File: config.mk
export PLATFORM = sky130hd
export DESIGN_NAME = page_region_splitting_allocator_top
export DESIGN_NICKNAME = d
export VERILOG_FILES = /design/src/rtl/pra_pkg.sv /design/src/rtl/pra_ram.sv /design/src/rtl/pra_ctrl.sv /design/src/rtl/pra_dp.sv /design/src/rtl/page_region_splitting_allocator_top.sv
export VERILOG_INCLUDE_DIRS = /design/src /design/src/rtl
export SDC_FILE = /design/constraint.sdc
export NUM_CORES = 2
export LEC_CHECK = 0
export BUFFER_PORTS_ARGS = -buffer_cell sky130_fd_sc_hd__buf_2
export CAP_MARGIN = 10
export CORE_ASPECT_RATIO = 0.75
export CORE_MARGIN = 3
export CORE_UTILIZATION = 50
export DETAILED_ROUTE_END_ITERATION = 8
export MAX_ROUTING_LAYER = met4
export PLACE_DENSITY = 0.66
export SETUP_SLACK_MARGIN = 0.3
export SLEW_MARGIN = 20
export SYNTH_ARGS = -nofsm -noshare
export SYNTH_HDL_FRONTEND = slang
export SYNTH_HIERARCHICAL = 1
export SYNTH_SLANG_ARGS = --single-unit
File: constraint.sdc
create_clock -name clk -period 26.3 [get_ports clk]
set_clock_uncertainty 0.2 [all_clocks]
set_input_delay 2.63 -clock clk [delete_from_list [all_inputs] [get_ports clk]]
set_output_delay 2.63 -clock clk [all_outputs]
set_load 0.01 [all_outputs]
File: src/rtl/page_region_splitting_allocator_top_assert.svh
// Assertion macros for the page region allocator.
// Used by page_region_splitting_allocator_top; no other dependencies.
`ifndef PAGE_REGION_SPLITTING_ALLOCATOR_TOP_ASSERT_SVH
`define PAGE_REGION_SPLITTING_ALLOCATOR_TOP_ASSERT_SVH
`ifndef SYNTHESIS
`define PRA_ASSERT_IMPL(label, clk, rst_n, prop, msg) \
  label: assert property (@(posedge clk) disable iff (!rst_n) prop) else $error(msg);
`define PRA_ASSERT_NEXT(label, clk, rst_n, ante, cons, msg) \
  label: assert property (@(posedge clk) disable iff (!rst_n) ante |=> cons) else $error(msg);
`else
`define PRA_ASSERT_IMPL(label, clk, rst_n, prop, msg)
`define PRA_ASSERT_NEXT(label, clk, rst_n, ante, cons, msg)
`endif
`endif

File: src/rtl/pra_pkg.sv
// Shared types and codes for the page region allocator.
// No dependencies.
`default_nettype none
package pra_pkg;
  localparam logic [1:0] FUNC_APPEND = 2'd0;
  localparam logic [1:0] FUNC_PLACE  = 2'd1;
  localparam logic [1:0] FUNC_TOP    = 2'd2;
  localparam logic [1:0] FUNC_READ   = 2'd3;

  localparam logic [1:0] ST_OK       = 2'd0;
  localparam logic [1:0] ST_INVALID  = 2'd1;
  localparam logic [1:0] ST_NOROOM   = 2'd2;
  localparam logic [1:0] ST_NOTFOUND = 2'd3;

  localparam logic [3:0] TYPE_FREE = 4'd2;
  localparam logic [3:0] TYPE_MAX  = 4'd8;

  // configuration register indexes
  localparam logic CFG_LOW_PAGE  = 1'b0;
  localparam logic CFG_HIGH_PAGE = 1'b1;

  // datapath commands
  localparam logic [2:0] CMD_NONE  = 3'd0;
  localparam logic [2:0] CMD_START = 3'd1; // latch request, reset scan index
  localparam logic [2:0] CMD_SCAN  = 3'd2; // read entry at scan index
  localparam logic [2:0] CMD_EVAL  = 3'd3; // evaluate read entry
  localparam logic [2:0] CMD_SHIFT = 3'd4; // move one entry up
  localparam logic [2:0] CMD_WRITE = 3'd5; // write one split piece
  localparam logic [2:0] CMD_FIN   = 3'd6; // load result register

  typedef struct packed {
    logic [2:0] op;
  } pra_cmd_t;

  typedef struct packed {
    logic scan_end;   // scan index reached used count
    logic hit;        // evaluated entry matches
    logic stop;       // evaluated entry ends the search
    logic shift_done; // gap is open
    logic write_done; // all pieces written
    logic direct;     // request finishes without a table scan
  } pra_stat_t;
endpackage
`default_nettype wire

File: src/rtl/pra_ram.sv
// Generic RAM with one write port and one registered read port.
// No dependencies.
`default_nettype none
module pra_ram #(
  parameter int WIDTH = 8,
  parameter int DEPTH = 32
) (
  input  wire logic                     clk,
  input  wire logic                     we,
  input  wire logic [$clog2(DEPTH)-1:0] waddr,
  input  wire logic [WIDTH-1:0]         wdata,
  input  wire logic [$clog2(DEPTH)-1:0] raddr,
  output logic      [WIDTH-1:0]         rdata
);
  logic [WIDTH-1:0] mem [DEPTH];

  always_ff @(posedge clk) begin
    if (we) mem[waddr] <= wdata;
    rdata <= mem[raddr];
  end
endmodule
`default_nettype wire

File: src/rtl/pra_ctrl.sv
// Controller state machine for the page region allocator.
// Depends on pra_pkg.
`default_nettype none
module pra_ctrl (
  input  wire logic               clk,
  input  wire logic               rst_n,
  input  wire logic               in_valid,
  output logic                    in_ready,
  output logic                    out_valid,
  input  wire logic               out_ready,
  input  wire pra_pkg::pra_stat_t stat,
  output pra_pkg::pra_cmd_t       cmd
);
  import pra_pkg::*;

  localparam logic [2:0] S_IDLE  = 3'd0;
  localparam logic [2:0] S_SCAN  = 3'd1;
  localparam logic [2:0] S_EVAL  = 3'd2;
  localparam logic [2:0] S_SHIFT = 3'd3;
  localparam logic [2:0] S_WRITE = 3'd4;
  localparam logic [2:0] S_FIN   = 3'd5;
  localparam logic [2:0] S_WAIT  = 3'd6; // wait for the registered table read

  logic [2:0] state_r, state_nxt;
  logic       out_valid_r, out_valid_nxt;

  assign in_ready  = (state_r == S_IDLE) && !out_valid_r;
  assign out_valid = out_valid_r;

  always_comb begin
    state_nxt     = state_r;
    out_valid_nxt = out_valid_r && !out_ready;
    cmd.op        = CMD_NONE;
    unique case (state_r)
      S_IDLE: begin
        if (in_valid && in_ready) begin
          cmd.op    = CMD_START;
          state_nxt = S_SCAN;
        end
      end
      S_SCAN: begin
        // direct requests and exhausted scans finish
        if (stat.direct || stat.scan_end) begin
          state_nxt = S_FIN;
        end else begin
          cmd.op    = CMD_SCAN;
          state_nxt = S_WAIT;
        end
      end
      S_WAIT: state_nxt = S_EVAL;
      S_EVAL: begin
        cmd.op = CMD_EVAL;
        if (stat.hit)       state_nxt = S_SHIFT;
        else if (stat.stop) state_nxt = S_FIN;
        else                state_nxt = S_SCAN;
      end
      S_SHIFT: begin
        if (stat.shift_done) begin
          state_nxt = S_WRITE;
        end else begin
          cmd.op = CMD_SHIFT;
        end
      end
      S_WRITE: begin
        if (stat.write_done) begin
          state_nxt = S_FIN;
        end else begin
          cmd.op = CMD_WRITE;
        end
      end
      S_FIN: begin
        cmd.op        = CMD_FIN;
        out_valid_nxt = 1'b1;
        state_nxt     = S_IDLE;
      end
      default: state_nxt = S_IDLE;
    endcase
  end

  always_ff @(posedge clk) begin
    if (!rst_n) begin
      state_r     <= S_IDLE;
      out_valid_r <= 1'b0;
    end else begin
      state_r     <= state_nxt;
      out_valid_r <= out_valid_nxt;
    end
  end
endmodule
`default_nettype wire

File: src/rtl/pra_dp.sv
// Datapath of the page region allocator: region table, scan and split logic.
// Depends on pra_pkg and pra_ram.
`default_nettype none
module pra_dp #(
  parameter int TABLE_DEPTH      = 32,
  parameter int PAGE_NUMBER_BITS = 20
) (
  input  wire logic                        clk,
  input  wire logic                        rst_n,
  input  wire pra_pkg::pra_cmd_t           cmd,
  output pra_pkg::pra_stat_t               stat,
  input  wire logic [1:0]                  in_func,
  input  wire logic [PAGE_NUMBER_BITS-1:0] in_base_page,
  input  wire logic [PAGE_NUMBER_BITS:0]   in_page_count,
  input  wire logic [3:0]                  in_mem_type,
  input  wire logic [$clog2(TABLE_DEPTH)-1:0] in_entry_index,
  input  wire logic [PAGE_NUMBER_BITS-1:0] low_page,
  input  wire logic [PAGE_NUMBER_BITS:0]   high_page,
  output logic [1:0]                       out_status,
  output logic [PAGE_NUMBER_BITS-1:0]      out_result_page,
  output logic [PAGE_NUMBER_BITS-1:0]      out_entry_base,
  output logic [PAGE_NUMBER_BITS:0]        out_entry_count,
  output logic [3:0]                       out_entry_type,
  output logic                             out_entry_valid,
  output logic [$clog2(TABLE_DEPTH+1)-1:0] out_entries_in_use
);
  import pra_pkg::*;

  localparam int PB = PAGE_NUMBER_BITS;
  localparam int IW = $clog2(TABLE_DEPTH);
  localparam int UW = $clog2(TABLE_DEPTH + 1);
  localparam int EW = PB + PB + 1 + 4; // base, count, type
  localparam logic [UW-1:0] DEPTH_U = UW'(TABLE_DEPTH);

  // request registers
  logic [1:0]    func_r;
  logic [PB-1:0] b_r;
  logic [PB:0]   c_r;
  logic [3:0]    t_r;
  logic [IW-1:0] idx_r;
  logic          bad_r;
  logic [PB+1:0] lim_lo_r;
  logic [PB+1:0] lim_hi_r;

  logic [UW-1:0] used_r;
  logic [UW:0]   scan_r;         // scan / shift index
  logic [UW-1:0] hit_r;          // matching entry
  logic [PB+1:0] eb_r, ec_r;     // matched entry base and count
  logic [PB+1:0] pb_r;           // allocated start
  logic [1:0]    pieces_r;       // extra entries needed
  logic [1:0]    wcnt_r;         // pieces written
  logic [1:0]    st_r;
  logic          found_r;
  logic          sh_rd_r;

  // result registers
  logic [1:0]    o_st_r;
  logic [PB-1:0] o_rp_r, o_eb_r;
  logic [PB:0]   o_ec_r;
  logic [3:0]    o_et_r;
  logic          o_ev_r;

  // RAM
  logic          we;
  logic [IW-1:0] waddr, raddr;
  logic [EW-1:0] wdata, rdata;

  pra_ram #(.WIDTH(EW), .DEPTH(TABLE_DEPTH)) u_tbl (
    .clk(clk), .we(we), .waddr(waddr), .wdata(wdata), .raddr(raddr), .rdata(rdata)
  );

  logic [PB-1:0] r_base;
  logic [PB:0]   r_cnt;
  logic [3:0]    r_type;
  assign r_base = rdata[EW-1 -: PB];
  assign r_cnt  = rdata[EW-1-PB -: PB+1];
  assign r_type = rdata[3:0];

  // evaluation of the read entry
  logic [PB+1:0] e_b, e_e, req_e, top_s;
  logic          place_m, top_pass, top_fit;
  assign e_b   = (PB+2)'(r_base);
  assign e_e   = e_b + (PB+2)'(r_cnt);
  assign req_e = (PB+2)'(b_r) + (PB+2)'(c_r);
  assign top_s = e_e - (PB+2)'(c_r);
  assign place_m  = (r_type == TYPE_FREE) && ((PB+2)'(b_r) >= e_b) && (req_e <= e_e);
  assign top_pass = (r_type == TYPE_FREE) && !((e_b < lim_lo_r) && (e_e <= lim_lo_r));
  assign top_fit  = (e_b < lim_hi_r) && ((PB+2)'(r_cnt) >= (PB+2)'(c_r));

  // split shape of the found entry
  logic [PB+1:0] off, tail;
  assign off  = pb_r - eb_r;
  assign tail = ec_r - off - (PB+2)'(c_r);

  // shift: read k-1 then write at k-1+pieces
  logic [UW:0] dst;
  assign dst = scan_r - 1'b1 + (UW+1)'(pieces_r);

  // end of the last entry, read from the table at start
  logic [PB+1:0] app_end;
  assign app_end = (used_r == '0) ? '0 : e_e;

  // piece being written
  logic [PB+1:0] w_b, w_c;
  logic [3:0]    w_t;
  logic [UW:0]   w_a;
  always_comb begin
    w_a = (UW+1)'(hit_r) + (UW+1)'(wcnt_r);
    w_b = pb_r; w_c = (PB+2)'(c_r); w_t = t_r;
    if (pieces_r == 2'd0) begin
      w_b = eb_r; w_c = ec_r;
    end else if (off == '0) begin
      if (wcnt_r == 2'd1) begin
        w_b = pb_r + (PB+2)'(c_r); w_c = tail; w_t = TYPE_FREE;
      end
    end else begin
      if (wcnt_r == 2'd0) begin
        w_b = eb_r; w_c = off; w_t = TYPE_FREE;
      end else if (wcnt_r == 2'd2) begin
        w_b = pb_r + (PB+2)'(c_r); w_c = tail; w_t = TYPE_FREE;
      end
    end
  end

  // pieces needed by the entry under evaluation
  logic [1:0]    pieces_nx;
  logic [PB+1:0] x_s, x_off, x_tail;
  always_comb begin
    x_s = (func_r == FUNC_PLACE) ? (PB+2)'(b_r) : top_s;
    if (func_r == FUNC_PLACE) begin
      x_off  = (PB+2)'(b_r) - e_b;
      x_tail = e_e - req_e;
    end else begin
      // top allocation always ends at the end of the entry
      x_off  = (PB+2)'(r_cnt) - (PB+2)'(c_r);
      x_tail = '0;
    end
    pieces_nx = 2'((x_off != '0) ? 1 : 0) + 2'((x_tail != '0) ? 1 : 0);
  end

  // append check, needed before the write in FIN
  logic [1:0] st_app;
  always_comb begin
    st_app = ST_OK;
    if (bad_r || ((PB+2)'(b_r) < app_end) || (req_e > (PB+2)'(1) << PB)) st_app = ST_INVALID;
    else if (used_r >= DEPTH_U) st_app = ST_NOROOM;
  end

  // RAM ports
  always_comb begin
    we    = 1'b0;
    waddr = IW'(w_a);
    wdata = {w_b[PB-1:0], w_c[PB:0], w_t};
    // read and append keep their entry on the read port until FIN
    if (func_r == FUNC_READ)        raddr = idx_r;
    else if (func_r == FUNC_APPEND) raddr = IW'(used_r - 1'b1);
    else                            raddr = IW'(scan_r);
    if (cmd.op == CMD_START) begin
      raddr = (in_func == FUNC_READ) ? in_entry_index : IW'(used_r - 1'b1);
    end
    if (cmd.op == CMD_SHIFT) begin
      raddr = IW'(scan_r - 1'b1);
      waddr = IW'(dst);
      wdata = rdata;
      we    = sh_rd_r;
    end
    if (cmd.op == CMD_WRITE) we = 1'b1;
    if (cmd.op == CMD_FIN && func_r == FUNC_APPEND && st_app == ST_OK) begin
      we    = 1'b1;
      waddr = IW'(used_r);
      wdata = {b_r, c_r, t_r};
    end
  end

  // status to controller
  always_comb begin
    stat.scan_end   = (scan_r >= (UW+1)'(used_r));
    stat.hit        = 1'b0;
    stat.stop       = 1'b0;
    if (func_r == FUNC_PLACE) begin
      stat.hit = place_m && (used_r + UW'(pieces_nx) <= DEPTH_U);
      stat.stop = place_m;
    end else begin
      stat.hit  = top_pass && top_fit && (used_r + UW'(pieces_nx) <= DEPTH_U);
      stat.stop = top_pass;
    end
    stat.shift_done = (scan_r <= (UW+1)'(hit_r) + 1'b1) && !sh_rd_r;
    stat.write_done = (wcnt_r > pieces_r);
    stat.direct     = (func_r == FUNC_APPEND) || (func_r == FUNC_READ) || bad_r;
  end

  // result of the finished request
  logic [1:0]    o_st_nxt;
  logic [PB-1:0] o_rp_nxt, o_eb_nxt;
  logic [PB:0]   o_ec_nxt;
  logic [3:0]    o_et_nxt;
  logic          o_ev_nxt;
  logic [UW-1:0] used_nxt;
  always_comb begin
    o_st_nxt = ST_OK; o_rp_nxt = '0; o_eb_nxt = '0; o_ec_nxt = '0;
    o_et_nxt = '0; o_ev_nxt = 1'b0;
    used_nxt = used_r;
    if (func_r == FUNC_APPEND) begin
      o_st_nxt = st_app;
      if (st_app == ST_OK) used_nxt = used_r + 1'b1;
    end else if (func_r == FUNC_READ) begin
      if (UW'(idx_r) < used_r) begin
        o_eb_nxt = r_base; o_ec_nxt = r_cnt; o_et_nxt = r_type; o_ev_nxt = 1'b1;
      end else begin
        o_st_nxt = ST_INVALID;
      end
    end else if (bad_r) begin
      o_st_nxt = ST_INVALID;
    end else begin
      o_st_nxt = st_r;
      if (found_r) begin
        o_rp_nxt = pb_r[PB-1:0];
        used_nxt = used_r + UW'(pieces_r);
      end
    end
  end

  always_ff @(posedge clk) begin
    if (!rst_n) begin
      used_r     <= '0;
      sh_rd_r    <= 1'b0;
    end else begin
      unique case (cmd.op)
        CMD_START: begin
          func_r   <= in_func;
          b_r      <= in_base_page;
          c_r      <= in_page_count;
          t_r      <= in_mem_type;
          idx_r    <= in_entry_index;
          bad_r    <= (in_page_count == '0) || (in_mem_type > TYPE_MAX);
          lim_lo_r <= (PB+2)'(low_page);
          lim_hi_r <= (PB+2)'(high_page);
          scan_r   <= '0;
          found_r  <= 1'b0;
          st_r     <= ST_NOTFOUND;
          wcnt_r   <= '0;
          sh_rd_r  <= 1'b0;
        end
        CMD_SCAN: ;
        CMD_EVAL: begin
          if (stat.stop) begin
            if (func_r == FUNC_PLACE || top_fit) begin
              st_r <= (used_r + UW'(pieces_nx) <= DEPTH_U) ? ST_OK : ST_NOROOM;
            end
          end
          if (stat.hit) begin
            found_r  <= 1'b1;
            hit_r    <= UW'(scan_r);
            eb_r     <= e_b;
            ec_r     <= (PB+2)'(r_cnt);
            pb_r     <= x_s;
            pieces_r <= pieces_nx;
            scan_r   <= (UW+1)'(used_r);
          end else begin
            scan_r <= scan_r + 1'b1;
          end
        end
        CMD_SHIFT: begin
          // alternate read and write of one entry
          sh_rd_r <= !sh_rd_r;
          if (sh_rd_r) scan_r <= scan_r - 1'b1;
        end
        CMD_WRITE: wcnt_r <= wcnt_r + 1'b1;
        CMD_FIN: begin
          o_st_r <= o_st_nxt;
          o_rp_r <= o_rp_nxt;
          o_eb_r <= o_eb_nxt;
          o_ec_r <= o_ec_nxt;
          o_et_r <= o_et_nxt;
          o_ev_r <= o_ev_nxt;
          used_r <= used_nxt;
        end
        default: ;
      endcase
    end
  end

  assign out_status         = o_st_r;
  assign out_result_page    = o_rp_r;
  assign out_entry_base     = o_eb_r;
  assign out_entry_count    = o_ec_r;
  assign out_entry_type     = o_et_r;
  assign out_entry_valid    = o_ev_r;
  assign out_entries_in_use = used_r;
endmodule
`default_nettype wire

File: src/rtl/page_region_splitting_allocator_top.sv
// Top level of the page region allocator.
// Depends on pra_pkg, pra_ctrl, pra_dp and the assertion macro header.
// One request at a time. Append, read and malformed requests skip the scan; place and top scan the
// table one entry at a time, then on a match open a gap by moving each later entry up with
// a read and then a write, and write up to 3 pieces.
`default_nettype none
`include "page_region_splitting_allocator_top_assert.svh"
module page_region_splitting_allocator_top #(
  parameter int TABLE_DEPTH      = 32,
  parameter int PAGE_NUMBER_BITS = 20
) (
  input  wire logic                        clk,
  input  wire logic                        rst_n,
  input  wire logic                        cfg_valid,
  output logic                             cfg_ready,
  input  wire logic                        cfg_index,
  input  wire logic [PAGE_NUMBER_BITS:0]   cfg_data,
  input  wire logic                        in_valid,
  output logic                             in_ready,
  input  wire logic [1:0]                  in_func,
  input  wire logic [PAGE_NUMBER_BITS-1:0] in_base_page,
  input  wire logic [PAGE_NUMBER_BITS:0]   in_page_count,
  input  wire logic [3:0]                  in_mem_type,
  input  wire logic [$clog2(TABLE_DEPTH)-1:0] in_entry_index,
  output logic                             out_valid,
  input  wire logic                        out_ready,
  output logic [1:0]                       out_status,
  output logic [PAGE_NUMBER_BITS-1:0]      out_result_page,
  output logic [PAGE_NUMBER_BITS-1:0]      out_entry_base,
  output logic [PAGE_NUMBER_BITS:0]        out_entry_count,
  output logic [3:0]                       out_entry_type,
  output logic                             out_entry_valid,
  output logic [$clog2(TABLE_DEPTH+1)-1:0] out_entries_in_use
);
  import pra_pkg::*;

  logic [PAGE_NUMBER_BITS-1:0] low_page_r;
  logic [PAGE_NUMBER_BITS:0]   high_page_r;
  pra_cmd_t  cmd;
  pra_stat_t stat;

  assign cfg_ready = 1'b1;

  // configuration registers
  always_ff @(posedge clk) begin
    if (!rst_n) begin
      low_page_r  <= PAGE_NUMBER_BITS'(2048);
      high_page_r <= (PAGE_NUMBER_BITS+1)'(65536);
    end else if (cfg_valid && cfg_ready) begin
      if (cfg_index == CFG_LOW_PAGE)       low_page_r <= cfg_data[PAGE_NUMBER_BITS-1:0];
      else if (cfg_index == CFG_HIGH_PAGE) high_page_r <= cfg_data;
    end
  end

  pra_ctrl u_ctrl (
    .clk(clk), .rst_n(rst_n), .in_valid(in_valid), .in_ready(in_ready),
    .out_valid(out_valid), .out_ready(out_ready), .stat(stat), .cmd(cmd)
  );

  pra_dp #(.TABLE_DEPTH(TABLE_DEPTH), .PAGE_NUMBER_BITS(PAGE_NUMBER_BITS)) u_dp (
    .clk(clk), .rst_n(rst_n), .cmd(cmd), .stat(stat),
    .in_func(in_func), .in_base_page(in_base_page), .in_page_count(in_page_count),
    .in_mem_type(in_mem_type), .in_entry_index(in_entry_index),
    .low_page(low_page_r), .high_page(high_page_r),
    .out_status(out_status), .out_result_page(out_result_page),
    .out_entry_base(out_entry_base), .out_entry_count(out_entry_count),
    .out_entry_type(out_entry_type), .out_entry_valid(out_entry_valid),
    .out_entries_in_use(out_entries_in_use)
  );

  `PRA_ASSERT_IMPL(a_used_bound, clk, rst_n, out_entries_in_use <= ($clog2(TABLE_DEPTH+1))'(TABLE_DEPTH), "table overfilled")
  `PRA_ASSERT_NEXT(a_no_accept_busy, clk, rst_n, in_valid && in_ready, !in_ready, "accepted while busy")
  `PRA_ASSERT_IMPL(a_valid_on_read, clk, rst_n, !(out_valid && out_entry_valid) || out_status == ST_OK, "valid read with error")
endmodule
`default_nettype wire

# [Word level (Yosys, flattened, before mapping)]
# Memory sizes are Yosys's and may differ from the RTL's. A register that Yosys moved wholly into a read port is not among the register bits.
# Cells that the tools add are included.
[word_totals] inputBits=79 out_inout_bits=77 n_memories=1 reg_bits=297 mem_bits_rw=1440
[classes] n_reduce_logical=54 bitwise_logic=4 n_addsub=21 eq_ne=27 muxes=72 magnitude_cmp=15
[mem_list] name="u_dp.u_tbl.mem" depth=32 word_bits=45 rd=1 rd_ports_with_merged_regs=1 write_ports=1 line_no="pra_ram.sv:15" text="logic [WIDTH-1:0] mem [DEPTH];"
[op_table] operator="$mux W20" count=6
[op_table] operator="$mux W21" count=5
[op_table] operator="$mux W45" count=2
[op_table] operator="$mux W22" count=3
[op_table] operator="$add A20 B21 Y22" count=2
[op_table] operator="$reduce_bool A22 Y1" count=2
[op_table] operator="$sub A21 B21 Y21" count=2
[op_table] operator="$pmux W3 S6" count=2
[op_table] operator="$mux W5" count=7
[op_table] operator="$mux W6" count=5
[op_table] operator="$gt A22 B21 Y1 const B" count=1
[op_table] operator="$le A22 B20 Y1" count=1
[op_table] operator="$le A22 B22 Y1" count=1
[op_table] operator="$logic_not A22 Y1" count=1
[op_table] operator="$lt A20 B22 Y1" count=1
[op_table] operator="$mux W2" count=11
[op_table] operator="$sub A21 B21 Y22" count=1
[op_table] operator="$sub A22 B20 Y22" count=1
[op_table] operator="$sub A22 B21 Y22" count=1
[op_table] operator="$sub A22 B22 Y22" count=1
[op_table] operator="$ge A21 B21 Y1" count=1
[op_table] operator="$logic_not A21 Y1" count=1
[op_table] operator="$lt A20 B21 Y1" count=1
[op_table] operator="$mux W3" count=7
[op_table] operator="other kinds (50)" count=127

# [Longest topological paths before layout]
[logic_depth] depth_word=13 ltp_mapped=37 depth_no_buf=36

# [Cells and area by module]
# The synthesis kept the hierarchy.
[modules_own_cells] mod="pra_ram" n_inst=1 cells_each=3157 area_each_um2=56862.0
[modules_own_cells] mod="pra_dp" n_inst=1 cells_each=2830 area_each_um2=24895.1
[modules_own_cells] mod="page_region_splitting_allocator_top" n_inst=1 cells_each=162 area_each_um2=1564.0
[modules_own_cells] mod="pra_ctrl" n_inst=1 cells_each=39 area_each_um2=305.3

# [Least setup slack after synthesis]
# Ideal clock, no wire load.
[synth_timing] kind="reg-to-reg" from="register u_dp.u_tbl.rdata[25] (read register of u_dp.u_tbl.mem)" to="register u_dp.found_r (enable)" setup_time_ns=0.300 synth_period_minus_slack_ns=9.071 required_ns=25.800 n_path_buf=0 slack_ns=17.229 arrival_time_ns=8.571 stages_incl_launch_ff=33 path_cell_list="dfxtp_1 -> ha_1 -> inv_1 -> fa_1 -> nand2b_1 -> a21o_1 -> a21boi_0 -> nor2_1 -> ha_1 -> o21a_1 -> a211oi_1 -> o21bai_1 -> maj3_1 -> maj3_1 -> o21a_1 -> a31oi_1 -> o21a_1 -> maj3_1 -> o21ai_0 -> mux2i_1 -> o41a_1 -> ha_1 -> ha_1 -> inv_1 -> fa_1 -> nor3_1 -> a31oi_1 -> nor3b_1 -> a21oi_1 -> o21ai_0 -> o21a_1 -> o2111a_1 -> or2_2"
[synth_between] elab_chain_len=12 elab_cells_between_ends=29 cone_classes="add/sub (5); order compare (6); eq/ne (1); mux (5); reduce/logical (12)"
[synth_rtl] element="start: declaration" line_no="pra_ram.sv:13" text="output logic [WIDTH-1:0] rdata"
[synth_rtl] element="$add A20 B21 Y22" line_no="pra_dp.sv:83" text="assign e_e = e_b + (PB+2)'(r_cnt);"
[synth_rtl] element="$sub A22 B22 Y22" line_no="pra_dp.sv:132" text="x_tail = e_e - req_e;"
[synth_rtl] element="$mux W22" line_no="pra_dp.sv:130" text="if (func_r == FUNC_PLACE) begin"
[synth_rtl] element="$reduce_bool A22 Y1" line_no="pra_dp.sv:138" text="pieces_nx = 2'((x_off != '0) ? 1 : 0) + 2'((x_tail != '0) ? 1 : 0);"
[synth_rtl] element="$mux W1" line_no="pra_dp.sv:138"
[synth_rtl] element="$add A2 B2 Y2 (*)" line_no="pra_dp.sv:138"
[synth_rtl] element="net u_dp.pieces_nx[0]" line_no="pra_dp.sv:126" text="logic [1:0] pieces_nx;"
[synth_rtl] element="$add A6 B2 Y6 (*)" line_no="pra_dp.sv:181, pra_dp.sv:184"
[synth_rtl] element="$le A6 B6 Y1 (*)" line_no="pra_dp.sv:181, pra_dp.sv:184"
[synth_rtl] element="$logic_and A1 B1 Y1 (on tied branches)" line_no="pra_dp.sv:184, pra_dp.sv:181"
[synth_rtl] element="$mux W2 (*)" line_no="pra_dp.sv:180" text="if (func_r == FUNC_PLACE) begin"
[synth_rtl] element="$ne A2 B2 Y1 (no line) (*)"
[synth_rtl] element="$reduce_and A3 Y1 (no line) (*)"
[synth_rtl] element="end signal: assignment" line_no="pra_dp.sv:239" text="found_r <= 1'b0;"
[synth_rtl] element="end signal: assignment" line_no="pra_dp.sv:252" text="found_r <= 1'b1;"
[synth_rtl] element="end: declaration" line_no="pra_dp.sv:53" text="logic found_r;"
# The timed path passes the listed nets; every way through them passes the cells marked *.
# A chain may end at the register's enable or synchronous reset.

# [Final worst setup path]
[layout_timing] from="register u_dp.u_tbl.rdata[12] (read register of u_dp.u_tbl.mem)" to="memory u_dp/u_tbl/mem[5][34] (netlist name) (enable)"
[layout_between] elab_cells_between_ends=12 cone_classes="add/sub (1); order compare (1); mux (6); reduce/logical (4)"
[layout_rtl] element="$add A20 B21 Y22" line_no="pra_dp.sv:83"
[layout_rtl] element="$mux W22" line_no="pra_dp.sv:101" text="assign app_end = (used_r == '0) ? '0 : e_e;"
[layout_rtl] element="$lt A20 B22 Y1" line_no="pra_dp.sv:145" text="if (bad_r || ((PB+2)'(b_r) < app_end) || (req_e > (PB+2)'(1) << PB)) st_app = ST_INVALID;"
[layout_rtl] element="$logic_or A1 B1 Y1 (2 in a row)" line_no="pra_dp.sv:145"
[layout_rtl] element="$mux W2" line_no="pra_dp.sv:145"
[layout_rtl] element="$logic_not A2 Y1" line_no="pra_dp.sv:168" text="if (cmd.op == CMD_FIN && func_r == FUNC_APPEND && st_app == ST_OK) begin"
[layout_rtl] element="$logic_and A1 B1 Y1" line_no="pra_dp.sv:168"
[layout_rtl] element="$mux W5" line_no="pra_dp.sv:168"
[layout_rtl] element="net u_dp.waddr[0]" line_no="pra_dp.sv:65" text="logic [IW-1:0] waddr, raddr;"
[layout_rtl] element="end: declaration" line_no="pra_ram.sv:15"
# The timed path passes the listed nets, and every way through them passes these cells.

==> flow_summary_export.csv <==
group,metric,value,unit
cells_and_area,num-nets-final,6777,
global_routing,antenna_found_initial,17,
clock_tree,cts_buffers,167,
cells_and_area,stdcell_count,8767,
sta,hold_violations,0,
placement,gp_congestion,1.02,
clock_tree,cts_setup_buffers,0,
yosys,synth-seq-area-share,62.8,%
worst_setup_path,r2r_cells,22,
sta,hold_slack,0.229,ns
routing,routed_wl,261000,um
sta,slew_viol_final,0,
pwr,finalPower,9.63,mW
clock_tree,cts-resized-gates,0,
worst_setup_path,reg2reg_from,"u_dp/u_tbl/rdata[12]",
worst_setup_path,crit_path_end_kind,"flop",
pwr,ir_drop,0.0000778,V
yosys,async_reset_ff_share,0,%
min_path,min_path_type,"reg2reg",
routing,via_per_inst,6.27,
yosys,avgSynthCellArea,13.5,um^2
yosys,synthDistinctLibCells,97,
worst_setup_path,path_class,"reg2reg",
yosys,synth_warnings,6,
min_path,holdPathStages,0,
placement,numPortBuffers,154,
global_routing,overflow,0,
global_routing,grt_usage,30.6,%
routing,ant_nets,0,
yosys,synth-seq-cells,1782,
clock_tree,clk_pin_slew,0.07,ns
worst_setup_path,crit_fanout,27,
worst_setup_path,timing.critical_path.from_type,"flop",
yosys,syn_inst,6188,
clock_tree,htree_levels,4,
sta,tns,0,ns
worst_setup_path,required,26.52,ns
cells_and_area,nFillCells,13400,
cells_and_area,drive_gt1_share,11.1,%
yosys,synth_top_area_share,60.5,%
cells_and_area,multi_input_area,0.0292,mm^2
pwr,power.leakage,34.2,nW
yosys,synth_flop_cell,"edfxtp_1",
run,drv_cap,0,
yosys,synth_top_cell_by_area,"edfxtp_1",
yosys,syn_nets,6573,
yosys,synth.most_common_cell,"edfxtp_1",
clock_tree,cts_buffer_depth,3,
global_routing,grt_pass1_wl,372000,um
worst_setup_path,crit_arrival,10.30,ns
global_routing,grt_max_degree,117,
cells_and_area,regArea,0.0525,mm^2
sta,setup_viol,0,
clock_tree,cts.sinks,1782,
floorplan,die-width,478,um
routing,dr.pass1.iters,7,
yosys,ys_top_cells_by_count,"1685 x edfxtp_1, 818 x mux2i_1, 402 x nand2_1, 376 x a21oi_1, 274 x ha_1",
cells_and_area,post-route-util,56.2,%
floorplan,pin_count,156,
clock_tree,hold_buffers,0,
floorplan,fp.dieH,360,um
floorplan,die-area,0.172,mm^2
placement,hpwl,165000,um
run_status,run_status,"finished, final reports clean",
routing,drc_errors,0,
sta,fmax,99.1,MHz
sta,rsz0062_at_grt,"no",
clock_tree,cts-root-buf,"clkbuf_16",
yosys,synth_top_cells_by_area,"edfxtp_1 61%, mux2i_1 9.8%, ha_1 4.1%",
floorplan,start_util,50.5,%
yosys,netlist_area,0.0836,mm^2
clock_tree,insertion_delay,0.81,ns
routing,wl_per_cell,29.8,um
floorplan,core-area,0.166,mm^2
sta,slew_headroom,6.46,%
worst_setup_path,cp-startpoint,"u_dp/u_tbl/rdata[12]",
pwr,p_per_area,104,mW/mm^2
routing,vias,54900,
clock_tree,cts_tree,"built",
routing,drt_iter0_markers,7764,
floorplan,rows,129,
placement,dp.cells,8449,
yosys,synth_edf_count,1685,
sta,period_needed,10.09,ns
min_path,hold_path_startpoint,"high_page_r[14]",
sta,tightestPinTransition,1.39,ns
global_routing,grt_pass1_vias,51100,
sta,min_period_over_period,38.4,%
cells_and_area,area_delta_synth_final,11.2,%
==> critical path, cell delays in order, from the launching register on <==
cell	delay, ns
dfxtp_1	0.84
ha_1	0.41
a21oi_1	0.30
nand2_1	0.08
or3_1	0.37
and3_1	0.20
nor3_1	0.78
or2_2	0.29
clkinv_1	0.35
nand2_1	0.16
ha_1	0.17
nand4_1	0.11
nor3_1	0.19
o31ai_1	0.11
a21oi_1	0.91
o31ai_1	0.17
nor3b_1	0.56
nand3_2	0.39
and3_1	0.27
a21oi_1	0.27
nand3b_1	0.66
nor2_4	1.09
buf_4	0.73
==> path summary, 6_finish.rpt <==
kind / to / slack [ns]
max: u_dp/u_tbl/mem[5][34] / 16.21
min reg2reg: u_dp/lim_hi_r[14] / 0.23
max reg2reg: u_dp/u_tbl/mem[5][34] / 16.21
min: u_dp/lim_hi_r[14] / 0.23
==> cells by family (layout without fill, tap and decap cells) <==
logic type / count (synthesis) / in the layout / synth area share, %
multiplexers: 850 / 850 / 10.2
XOR/XNOR: 166 / 166 / 1.76
adder cells (fa/ha/maj): 320 / 320 / 5.03
AND/OR/NAND/NOR: 1265 / 1265 / 7.27
flip-flops: 1782 / 1782 / 62.8
other: 1 / 9 / 0.00448
buffers and inverters: 550 / 894 / 3.04
AO/OA/AOI/OAI: 1254 / 1254 / 9.85
==> registers in the layout, summed over array words and instances (netlist names), 3 cells and up <==
signal	count
u_dp/t_r	4
u_ctrl/state_r	3
u_dp/b_r	20
u_dp/out_result_page	20
u_dp/out_entry_base	20
u_dp/hit_r	6
u_dp/scan_r	7
low_page_r	20
u_dp/out_entry_type	4
u_dp/c_r	21
u_dp/lim_hi_r	21
u_dp/eb_r	20
u_dp/idx_r	5
u_dp/u_tbl/mem	1440
u_dp/lim_lo_r	20
u_dp/pb_r	22
u_dp/out_entries_in_use	6
u_dp/u_tbl/rdata	45
high_page_r	21
u_dp/ec_r	21
u_dp/out_entry_count	21
==> layout by cell type, fill, tap and decap left out, types with 29 or more instances in the layout <==
cell,instances
buf_4,155
a22oi_1,145
nor2_1,201
inv_1,267
o22ai_1,52
a22o_1,96
o21ai_0,156
nand2b_1,43
o21a_1,45
nand4_1,29
nand2_1,401
nand3_1,176
ha_1,272
a21oi_1,346
dfxtp_1,97
xor2_1,46
mux2_2,32
clkinv_1,40
nor2b_1,33
edfxtp_1,1685
nor3_1,107
mux2i_1,818
and2_1,80
nor2_4,34
xnor2_1,119
buf_2,154
a31oi_1,66
clkbuf_16,170
o211ai_1,33
fa_1,32
clkbuf_1,35
a21o_1,76
==> routing by layer <==
metal	up-vias	track usage (%)	share of wire, %
li1	24100	-	-
met1	27700	46.3	45
met2	2871	42.0	42
met3	318	6.93	11
met4	0	6.73	2.1
met5	-	-	0
==> final cells by class <==
type,instances,area share (%)
Sequential cell,1782,56.5
Multi-Input combinational cell,3856,31.3
Clock buffer,214,4.85
Tap cell,2227,3.00
Timing Repair Buffer,313,2.17
Inverter,272,1.10
Clock inverter,95,1.01
Antenna cell,8,0.0215
==> power by group <==
group / internal (mW) / switching [mW] / total (mW)
clock network: 1.36 / 1.07 / 2.43
logic: 1.29 / 2.47 / 3.76
registers: 3.31 / 0.127 / 3.44
==> through the flow <==
stage               setup WS (ns)  area, um^2
detailed placement          16.46       87500
global placement            16.54       87500
CTS                         16.46       92900
global route                15.98       93000
finish                      16.21       93000
floorplan                   17.23       83600
No activity file was read; power rests on OpenSTA's default activity.
